[src/assert_macros.svh]
// Assertion macros shared by the JSON unescaper modules.
// No dependencies; included by modules that carry checks.
`ifndef ASSERT_MACROS_SVH
`define ASSERT_MACROS_SVH

// Antecedent true implies consequent in the same cycle.
`define ASSERT_IMPLIES(lbl, clk, rst, ante, cons) \
   lbl: assert property (@(posedge clk) disable iff (rst) (ante) |-> (cons)) \
      else $error("implication check failed");

// Antecedent true implies consequent in the next cycle.
`define ASSERT_NEXT(lbl, clk, rst, ante, cons) \
   lbl: assert property (@(posedge clk) disable iff (rst) (ante) |=> (cons)) \
      else $error("next-cycle check failed");

// Condition must never hold.
`define ASSERT_NEVER(lbl, clk, rst, cond) \
   lbl: assert property (@(posedge clk) disable iff (rst) !(cond)) \
      else $error("forbidden condition seen");

`endif

[src/jsu_pkg.sv]
// Shared types, constants and helper functions for the JSON unescaper.
// No dependencies.
package jsu_pkg;

   localparam int MAX_OUT     = 3;                  // results per request, max
   localparam int BIDX_W      = $clog2(MAX_OUT);
   localparam int QUEUE_DEPTH = 4;                  // power of two
   localparam int QPTR_W      = $clog2(QUEUE_DEPTH);

   localparam logic [7:0] CH_QUOTE  = 8'h22;
   localparam logic [7:0] CH_BSLASH = 8'h5C;
   localparam logic [7:0] CH_U      = 8'h75;

   typedef enum logic [2:0] {
      ST_BYTE    = 3'd0,
      ST_DONE    = 3'd1,
      ST_BADESC  = 3'd2,
      ST_BADHEX  = 3'd3,
      ST_NOQUOTE = 3'd4,
      ST_EOF     = 3'd5
   } status_type;

   // Everything one request produces: 1..3 results.
   typedef struct packed {
      status_type                   status;
      logic [BIDX_W-1:0]            last_idx;
      logic [MAX_OUT-1:0][7:0]      data;
   } job_type;

   function automatic job_type single_result(status_type st, logic [7:0] b);
      job_type j;
      j          = '0;
      j.status   = st;
      j.last_idx = '0;
      j.data[0]  = b;
      return j;
   endfunction

   function automatic logic is_hex(logic [7:0] c);
      return (c >= 8'h30 && c <= 8'h39) || (c >= 8'h61 && c <= 8'h66) ||
             (c >= 8'h41 && c <= 8'h46);
   endfunction

   function automatic logic [3:0] hex_nibble(logic [7:0] c);
      logic [3:0] v;
      if (c <= 8'h39) v = c[3:0];
      else            v = c[3:0] + 4'd9;   // 'a'/'A' low nibble is 1
      return v;
   endfunction

   // Code point to UTF-8, one to three bytes.
   function automatic job_type utf8_encode(logic [15:0] cp);
      job_type j;
      j        = '0;
      j.status = ST_BYTE;
      if (cp[15:7] == '0) begin
         j.last_idx = BIDX_W'(0);
         j.data[0]  = cp[7:0];
      end else if (cp[15:11] == '0) begin
         j.last_idx = BIDX_W'(1);
         j.data[0]  = 8'hC0 | {3'b000, cp[10:6]};
         j.data[1]  = 8'h80 | {2'b00, cp[5:0]};
      end else begin
         j.last_idx = BIDX_W'(2);
         j.data[0]  = 8'hE0 | {4'h0, cp[15:12]};
         j.data[1]  = 8'h80 | {2'b00, cp[11:6]};
         j.data[2]  = 8'h80 | {2'b00, cp[5:0]};
      end
      return j;
   endfunction

endpackage

[src/json_string_unescape_utf8.sv]
// Top level of the JSON string unescaper with UTF-8 output.
// Depends on jsu_pkg, jsu_front, jsu_queue, jsu_back.
//
//   channel | handshake            | payload
//   --------+----------------------+----------------------------------------------
//   req     | req_valid/req_stall  | req_kind, req_data_byte
//   rsp     | rsp_valid/rsp_stall  | rsp_out_byte, rsp_status, rsp_last_of_run
//
// One request is taken per cycle while the job queue has room; the decoder
// state updates in the accepting cycle, so a request may follow every cycle.
// Results leave at one per cycle, while not stalled, from a registered output
// stage; a \u escape that encodes to three bytes holds the back end for all three.
// Reset is synchronous: decoder goes idle, queue and output stage empty.
// req_stall rises only when the four-entry job queue is full; rsp_stall
// freezes the output register while it holds a result and, once the queue fills, the front end.
module json_string_unescape_utf8 (
   input  logic       clock,
   input  logic       reset,
   input  logic       req_valid,
   output logic       req_stall,
   input  logic       req_kind,
   input  logic [7:0] req_data_byte,
   output logic       rsp_valid,
   input  logic       rsp_stall,
   output logic [7:0] rsp_out_byte,
   output logic [2:0] rsp_status,
   output logic       rsp_last_of_run
);

   logic             push;
   jsu_pkg::job_type push_job;
   logic             q_full;
   logic             pop;
   logic             head_valid;
   jsu_pkg::job_type head_job;

   // Front end stalls only on a full queue.
   assign req_stall = q_full;

   jsu_front u_front (
      .clock         (clock),
      .reset         (reset),
      .req_valid     (req_valid),
      .req_stall     (req_stall),
      .req_kind      (req_kind),
      .req_data_byte (req_data_byte),
      .push          (push),
      .push_job      (push_job)
   );

   jsu_queue u_queue (
      .clock      (clock),
      .reset      (reset),
      .push       (push),
      .push_job   (push_job),
      .full       (q_full),
      .pop        (pop),
      .head_valid (head_valid),
      .head_job   (head_job)
   );

   jsu_back u_back (
      .clock           (clock),
      .reset           (reset),
      .head_valid      (head_valid),
      .head_job        (head_job),
      .pop             (pop),
      .rsp_valid       (rsp_valid),
      .rsp_stall       (rsp_stall),
      .rsp_out_byte    (rsp_out_byte),
      .rsp_status      (rsp_status),
      .rsp_last_of_run (rsp_last_of_run)
   );

endmodule

[src/jsu_front.sv]
// Front end: accepts requests, runs the string/escape decoder, builds jobs.
// Depends on jsu_pkg.
module jsu_front (
   input  logic             clock,
   input  logic             reset,
   input  logic             req_valid,
   input  logic             req_stall,
   input  logic             req_kind,
   input  logic [7:0]       req_data_byte,
   output logic             push,
   output jsu_pkg::job_type push_job
);

   typedef enum logic [6:0] {
      MODE_IDLE = 7'b0000001,
      MODE_STR  = 7'b0000010,
      MODE_ESC  = 7'b0000100,
      MODE_HEX1 = 7'b0001000,
      MODE_HEX2 = 7'b0010000,
      MODE_HEX3 = 7'b0100000,
      MODE_HEX4 = 7'b1000000
   } mode_type;

   mode_type    mode_ff, mode_in;
   logic [11:0] acc_ff, acc_in;
   logic        accept;
   logic        hex_ok;
   logic [3:0]  nib;

   assign accept = req_valid && !req_stall;
   assign hex_ok = jsu_pkg::is_hex(req_data_byte);
   assign nib    = jsu_pkg::hex_nibble(req_data_byte);

   always_comb begin
      mode_in  = mode_ff;
      acc_in   = acc_ff;
      push     = 1'b0;
      push_job = jsu_pkg::single_result(jsu_pkg::ST_BYTE, 8'h00);
      if (accept) begin
         if (mode_ff == MODE_IDLE) begin
            if (!req_kind) begin
               if (req_data_byte == jsu_pkg::CH_QUOTE) begin
                  mode_in = MODE_STR;
               end else begin
                  push     = 1'b1;
                  push_job = jsu_pkg::single_result(jsu_pkg::ST_NOQUOTE, 8'h00);
               end
            end
         end else if (req_kind) begin
            mode_in  = MODE_IDLE;
            push     = 1'b1;
            push_job = jsu_pkg::single_result(jsu_pkg::ST_EOF, 8'h00);
         end else begin
            unique case (mode_ff)
               MODE_STR: begin
                  if (req_data_byte == jsu_pkg::CH_QUOTE) begin
                     mode_in  = MODE_IDLE;
                     push     = 1'b1;
                     push_job = jsu_pkg::single_result(jsu_pkg::ST_DONE, 8'h00);
                  end else if (req_data_byte == jsu_pkg::CH_BSLASH) begin
                     mode_in = MODE_ESC;
                  end else begin
                     push     = 1'b1;
                     push_job = jsu_pkg::single_result(jsu_pkg::ST_BYTE, req_data_byte);
                  end
               end
               MODE_ESC: begin
                  push    = 1'b1;
                  mode_in = MODE_STR;
                  unique case (req_data_byte)
                     8'h22: push_job = jsu_pkg::single_result(jsu_pkg::ST_BYTE, 8'h22);
                     8'h5C: push_job = jsu_pkg::single_result(jsu_pkg::ST_BYTE, 8'h5C);
                     8'h2F: push_job = jsu_pkg::single_result(jsu_pkg::ST_BYTE, 8'h2F);
                     8'h62: push_job = jsu_pkg::single_result(jsu_pkg::ST_BYTE, 8'h08);
                     8'h66: push_job = jsu_pkg::single_result(jsu_pkg::ST_BYTE, 8'h0C);
                     8'h6E: push_job = jsu_pkg::single_result(jsu_pkg::ST_BYTE, 8'h0A);
                     8'h72: push_job = jsu_pkg::single_result(jsu_pkg::ST_BYTE, 8'h0D);
                     8'h74: push_job = jsu_pkg::single_result(jsu_pkg::ST_BYTE, 8'h09);
                     jsu_pkg::CH_U: begin
                        push    = 1'b0;
                        acc_in  = '0;
                        mode_in = MODE_HEX1;
                     end
                     default: begin
                        mode_in  = MODE_IDLE;
                        push_job = jsu_pkg::single_result(jsu_pkg::ST_BADESC, 8'h00);
                     end
                  endcase
               end
               MODE_HEX1, MODE_HEX2, MODE_HEX3: begin
                  if (!hex_ok) begin
                     mode_in  = MODE_IDLE;
                     push     = 1'b1;
                     push_job = jsu_pkg::single_result(jsu_pkg::ST_BADHEX, 8'h00);
                  end else begin
                     acc_in  = {acc_ff[7:0], nib};
                     mode_in = (mode_ff == MODE_HEX1) ? MODE_HEX2 :
                               (mode_ff == MODE_HEX2) ? MODE_HEX3 : MODE_HEX4;
                  end
               end
               MODE_HEX4: begin
                  push = 1'b1;
                  if (!hex_ok) begin
                     mode_in  = MODE_IDLE;
                     push_job = jsu_pkg::single_result(jsu_pkg::ST_BADHEX, 8'h00);
                  end else begin
                     mode_in  = MODE_STR;
                     acc_in   = '0;
                     push_job = jsu_pkg::utf8_encode({acc_ff, nib});
                  end
               end
               default: mode_in = MODE_IDLE;
            endcase
         end
      end
   end

   always_ff @(posedge clock) begin
      if (reset) begin
         mode_ff <= MODE_IDLE;
         acc_ff  <= '0;
      end else begin
         mode_ff <= mode_in;
         acc_ff  <= acc_in;
      end
   end

endmodule

[src/jsu_queue.sv]
// Small job queue between decoder front end and result back end.
// Depends on jsu_pkg and assert_macros.svh.
`include "assert_macros.svh"
module jsu_queue (
   input  logic             clock,
   input  logic             reset,
   input  logic             push,
   input  jsu_pkg::job_type push_job,
   output logic             full,
   input  logic             pop,
   output logic             head_valid,
   output jsu_pkg::job_type head_job
);

   jsu_pkg::job_type             q_ff [jsu_pkg::QUEUE_DEPTH];
   logic [jsu_pkg::QPTR_W-1:0]   wr_ptr_ff, wr_ptr_in;
   logic [jsu_pkg::QPTR_W-1:0]   rd_ptr_ff, rd_ptr_in;
   logic [jsu_pkg::QPTR_W:0]     count_ff, count_in;

   assign full       = count_ff == (jsu_pkg::QPTR_W+1)'(jsu_pkg::QUEUE_DEPTH);
   assign head_valid = count_ff != '0;
   assign head_job   = q_ff[rd_ptr_ff];

   // Pointers wrap naturally since depth is a power of two.
   assign wr_ptr_in = push ? wr_ptr_ff + 1'b1 : wr_ptr_ff;
   assign rd_ptr_in = pop  ? rd_ptr_ff + 1'b1 : rd_ptr_ff;
   assign count_in  = count_ff + {{jsu_pkg::QPTR_W{1'b0}}, push}
                               - {{jsu_pkg::QPTR_W{1'b0}}, pop};

   always_ff @(posedge clock) begin
      if (reset) begin
         wr_ptr_ff <= '0;
         rd_ptr_ff <= '0;
         count_ff  <= '0;
      end else begin
         wr_ptr_ff <= wr_ptr_in;
         rd_ptr_ff <= rd_ptr_in;
         count_ff  <= count_in;
      end
   end

   always_ff @(posedge clock) begin
      if (push) begin
         q_ff[wr_ptr_ff] <= push_job;
      end
   end

   `ASSERT_NEVER(a_q_overflow, clock, reset, push && full)
   `ASSERT_NEVER(a_q_underflow, clock, reset, pop && !head_valid)
   `ASSERT_NEXT(a_q_count_up, clock, reset, push && !pop, count_ff == $past(count_ff) + 1'b1)

endmodule

[src/jsu_back.sv]
// Back end: walks job bytes into the output register, one per unstalled cycle.
// Depends on jsu_pkg and assert_macros.svh.
`include "assert_macros.svh"
module jsu_back (
   input  logic             clock,
   input  logic             reset,
   input  logic             head_valid,
   input  jsu_pkg::job_type head_job,
   output logic             pop,
   output logic             rsp_valid,
   input  logic             rsp_stall,
   output logic [7:0]       rsp_out_byte,
   output logic [2:0]       rsp_status,
   output logic             rsp_last_of_run
);

   logic [jsu_pkg::BIDX_W-1:0] idx_ff, idx_in;
   logic                       valid_ff, valid_in;
   logic [7:0]                 byte_ff;
   jsu_pkg::status_type        status_ff;
   logic                       last_ff;
   logic                       load;
   logic                       is_last;

   assign load    = head_valid && (!valid_ff || !rsp_stall);
   assign is_last = idx_ff == head_job.last_idx;
   assign pop     = load && is_last;

   always_comb begin
      idx_in   = idx_ff;
      valid_in = valid_ff;
      if (load) begin
         valid_in = 1'b1;
         idx_in   = is_last ? '0 : idx_ff + 1'b1;
      end else if (!rsp_stall) begin
         valid_in = 1'b0;
      end
   end

   always_ff @(posedge clock) begin
      if (reset) begin
         idx_ff   <= '0;
         valid_ff <= 1'b0;
      end else begin
         idx_ff   <= idx_in;
         valid_ff <= valid_in;
      end
   end

   always_ff @(posedge clock) begin
      if (load) begin
         byte_ff   <= head_job.data[idx_ff];
         status_ff <= head_job.status;
         last_ff   <= is_last;
      end
   end

   assign rsp_valid       = valid_ff;
   assign rsp_out_byte    = byte_ff;
   assign rsp_status      = status_ff;
   assign rsp_last_of_run = last_ff;

   `ASSERT_IMPLIES(a_bk_status_last, clock, reset, valid_ff && status_ff != jsu_pkg::ST_BYTE, last_ff)
   `ASSERT_IMPLIES(a_bk_idx_has_job, clock, reset, idx_ff != '0, head_valid)
   `ASSERT_IMPLIES(a_bk_idx_range, clock, reset, head_valid, idx_ff <= head_job.last_idx)

endmodule

[config.mk]
export PLATFORM = sky130hd
export DESIGN_NAME = json_string_unescape_utf8
export DESIGN_NICKNAME = d
export VERILOG_FILES = /design/src/jsu_pkg.sv /design/src/json_string_unescape_utf8.sv /design/src/jsu_front.sv /design/src/jsu_queue.sv /design/src/jsu_back.sv
export VERILOG_INCLUDE_DIRS = /design/src /design/src/src
export SDC_FILE = /design/constraint.sdc
export NUM_CORES = 1
export LEC_CHECK = 0
export ABC_AREA = 0
export BUFFER_PORTS_ARGS = -buffer_cell sky130_fd_sc_hd__buf_4
export CAP_MARGIN = 5
export CORE_MARGIN = 10
export CORE_UTILIZATION = 30
export DETAILED_ROUTE_END_ITERATION = 7
export PLACE_DENSITY_LB_ADDON = 0.25
export SKIP_LAST_GASP = 1
export SLEW_MARGIN = 20
export SYNTH_ARGS = -nofsm -noshare
export SYNTH_HDL_FRONTEND = slang
export SYNTH_SLANG_ARGS = --single-unit
[constraint.sdc]
create_clock -name clock -period 7.9 [get_ports clock]
set_clock_uncertainty 0.05 [all_clocks]
set_input_delay 1.58 -clock clock [delete_from_list [all_inputs] [get_ports clock]]
set_output_delay 1.58 -clock clock [all_outputs]
set_load 0.005 [all_outputs]
==> key figures <==
Layout
  – Final nets: 569
  – Diode count: 0
  – Layout cell share with drive strength beyond 1: 17.2%
  – Layout overhead on the synthesized area: 14.5%

Yosys
  – Top_reg_cell synth: edfxtp_1
  – Avg Synthesized Cell Area: 13.3 um2
  – Syn. warnings: 0
  – Number of flops mapped to enable cells by yosys: 116
  – Post-synthesis cell area: 6950 um2
  – Synthesis-stage register bit count: 147
  – Syn_nets: 547
  – Synth async-reset ratio: 0%
  – Post-synthesis cell type count: 66
  – Register area share after synthesis: 59.1%
  – Synth Instances: 523

Global routing
  – All-Layer GR Usage: 10.8%
  – Largest net degree at the start of global routing: 35
  – Vias in the first global route: 4497
  – Global-route wire length before repair: 24.6 mm
  – Global route overflow: 0
  – Initial antenna violation count: 0

Timing
  – Hold_ws: 0.418 ns
  – Setup Viol. Count Final: 0
  – Tmin final: 3.95 ns
  – Fmax achieved: 253 MHz
  – Setup_tns: 0 ns
  – Worst Tran Pin Value: 1.09 ns
  – Fin. max-slew vios: 0
  – Final hold viol count: 0
  – Period utilization: 50.0%
  – RSZ-0062 raised after global routing: false
  – Max-slew headroom: 26.6%

Run
  – Max-cap violations: 0

Min path
  – Worst hold start: u_back.rsp_valid$_SDFFE_PP0P_
  – Min-Delay Path Class: reg2reg
  – Hold EP: u_back.rsp_valid$_SDFFE_PP0P_
  – Cell depth of the worst hold path: 2

Floorplan
  – Starting density of the core: 30.6%
  – I/O pins: 27
  – Die height: 172 um
  – Die X-Extent: 172 um
  – Rows: 55
  – Core area: 22700 um2
  – Die area: 29600 um2

Route
  – Total Wirelength: 15.5 mm
  – Vias post-DR: 4464
  – Pre-Repair DR Iteration Count: 5
  – Antenna-violating nets left: 0
  – Vias per cell: 5.30
  – DR iter-0 viols: 361
  – DRC Markers: 0
  – WL/cell: 18.4 um

Clock network
  – Clock-pin transition on the worst setup and hold timing paths: 0.06 ns
  – Clk Latency, worst-skew pair: 0.41 ns
  – Post-CTS setup buffer count: 0
  – Hold_buf cts: 0
  – H-tree depth: 4
  – Num CTS Buffers: 17
  – Root Buffer: clkbuf_16
  – CTS tree: yes
  – Clock buffer depth: 2
  – Post-cts sizing count: 0
  – CTS Sinks: 147

Setup path
  – Worst Path Arrival: 4.19 ns
  – R2r worst-path depth: 11
  – Startpoint types: input pin
  – Crit path kind: in2reg
  – Worst Path Required: 8.14 ns
  – Crit. End Element: register
  – CP peak stage delay: 0.61 ns
  – Critical-path top delay cell: or4b_2
  – R2R Path End: u_queue.count_ff[2]$_SDFF_PP0_
  – Top cell by count, worst path: nor2_1
  – CP Max Fanout: 12
  – Cells along the critical path: buf_4 > or4b_2 > a211o_1 > a21oi_1 > a211oi_1 > nor2_1 > ha_1 > inv_1 > fa_1 > xor2_1 > xnor2_1 > nor2_1
  – Reg2Reg Setup Slack: 4.42 ns

Pwr
  – Cell area power density: 285 nW/um2
  – Maximum VDD drop: 114 uV
  – P_leak: 2.68 nW

Place
  – Port bufs: 26
  – Gpl congestion: 0.871
  – Post-DP HPWL: 10.4 mm

Outcome
  – Status: finished clean
==> worst max path at each step <==
stage                                     endpoint  slack (ns)  cells past startpoint        startpoint
CTS                 u_queue.count_ff[2]$_SDFF_PP0_        3.94                     12          req_kind
global route        u_queue.count_ff[2]$_SDFF_PP0_        3.74                     14  req_data_byte[0]
global placement    u_queue.count_ff[2]$_SDFF_PP0_        3.53                     14  req_data_byte[0]
floorplan             u_queue.q_ff[0][0]$_DFFE_PP_        3.67                      6          req_kind
finish              u_queue.count_ff[2]$_SDFF_PP0_        3.95                     12          req_kind
detailed placement  u_queue.count_ff[2]$_SDFF_PP0_        3.50                     12          req_kind
==> power by group <==
group | leakage (nW) | switching (W) | internal, W
clock network | 0.266 | 0.000291 | 0.000459
registers | 1.40 | 0.0000888 | 0.000944
logic | 1.01 | 0.000244 | 0.000242
==> synth_stat cells, types with 3 or more instances <==
cell type,number,area [um2]
and2_1,9,56.3
or4_1,4,30.0
a22oi_1,6,45.0
buf_2,9,45.0
mux2i_1,21,210
a221o_1,3,30.0
nand2_1,38,143
a32oi_1,3,26.3
a211oi_1,5,37.5
xor2_1,3,26.3
nor4b_1,4,35.0
nor2_1,35,131
xnor2_1,6,52.6
nor3b_1,4,30.0
dfxtp_1,31,621
nor3_1,9,45.0
a31oi_1,8,50.1
buf_6,3,33.8
nand2b_1,23,144
buf_1,3,11.3
o21ai_0,12,60.1
a21oi_1,16,80.1
inv_1,19,71.3
and3_1,10,62.6
edfxtp_1,116,3480
nand3b_1,7,52.6
o22ai_1,10,62.6
ha_1,10,125
mux4_2,26,586
clkbuf_1,14,52.6
nand3_1,7,35.0
nor4_1,4,25.0
==> layer usage <==
metal	up-vias	GRT usage [%]	wire, um
met4	0	5.10	358
met2	126	16.6	7270
li1	2061	-	-
met1	2254	13.9	7160
met3	23	2.69	717
met5	-	0	0
==> cell families after synthesis <==
kind of cell             share of synthesized area, %
adder cells (fa/ha/maj)                          2.09
multiplexers                                     11.6
flip-flops                                       59.1
AO/OA/AOI/OAI                                    9.00
XOR/XNOR                                         1.13
buffers and inverters                            3.08
AND/OR/NAND/NOR                                  14.0
==> state kept, by name, summed over array words and instances (netlist names), 2 cells and up, named ones only <==
signal and count:
u_queue.wr_ptr_ff 2, u_front.acc_ff 12, u_back.idx_ff 2, u_back.rsp_status 3, u_back.rsp_out_byte 8, u_front.mode_ff 7, u_queue.q_ff 104, u_queue.rd_ptr_ff 2
u_queue.count_ff 3
==> through the flow <==
stage               power, W  area (um2)  util [%]  setup slack (ns)  std cells
floorplan            0.00137        6950         -              3.67        523
global placement     0.00154        7400      32.6              3.53        811
detailed placement   0.00155        7400      32.6              3.50        811
CTS                  0.00230        7960      35.0              3.94        843
global route         0.00239        7960      35.0              3.74        843
finish               0.00227        7960      35.0              3.95        843
==> critical path, delay by kind of cell <==
| family | cells | cell delay, ns |
|---|---|---|
| AOI/OAI and AO/OA | 3 | 0.74 |
| xor gates and xnor gates | 2 | 0.29 |
| adders and majority gates | 2 | 0.53 |
| buffers and inverters | 2 | 0.22 |
| and+or+nand+nor | 3 | 0.83 |
==> placed cells by master, fill, tap and decap left out, types with 12 or more instances in the layout <==
cell type / n
nand2_1: 38
inv_1: 19
buf_4: 32
mux4_2: 26
a21oi_1: 16
o21ai_0: 12
edfxtp_1: 116
dfxtp_1: 30
mux2i_1: 21
nand2b_1: 23
clkbuf_16: 17
nor2_1: 35
==> final cells by class <==
class | instances | area [um2]
timing repair buffer | 32 | 240
inverter | 19 | 71.3
sequential | 147 | 4110
multi-input combinational | 328 | 2630
tap | 285 | 357
fill | 2223 | 14800
clock buffer | 20 | 437
clock inverter | 12 | 115
(Power assumes the default switching activity.)
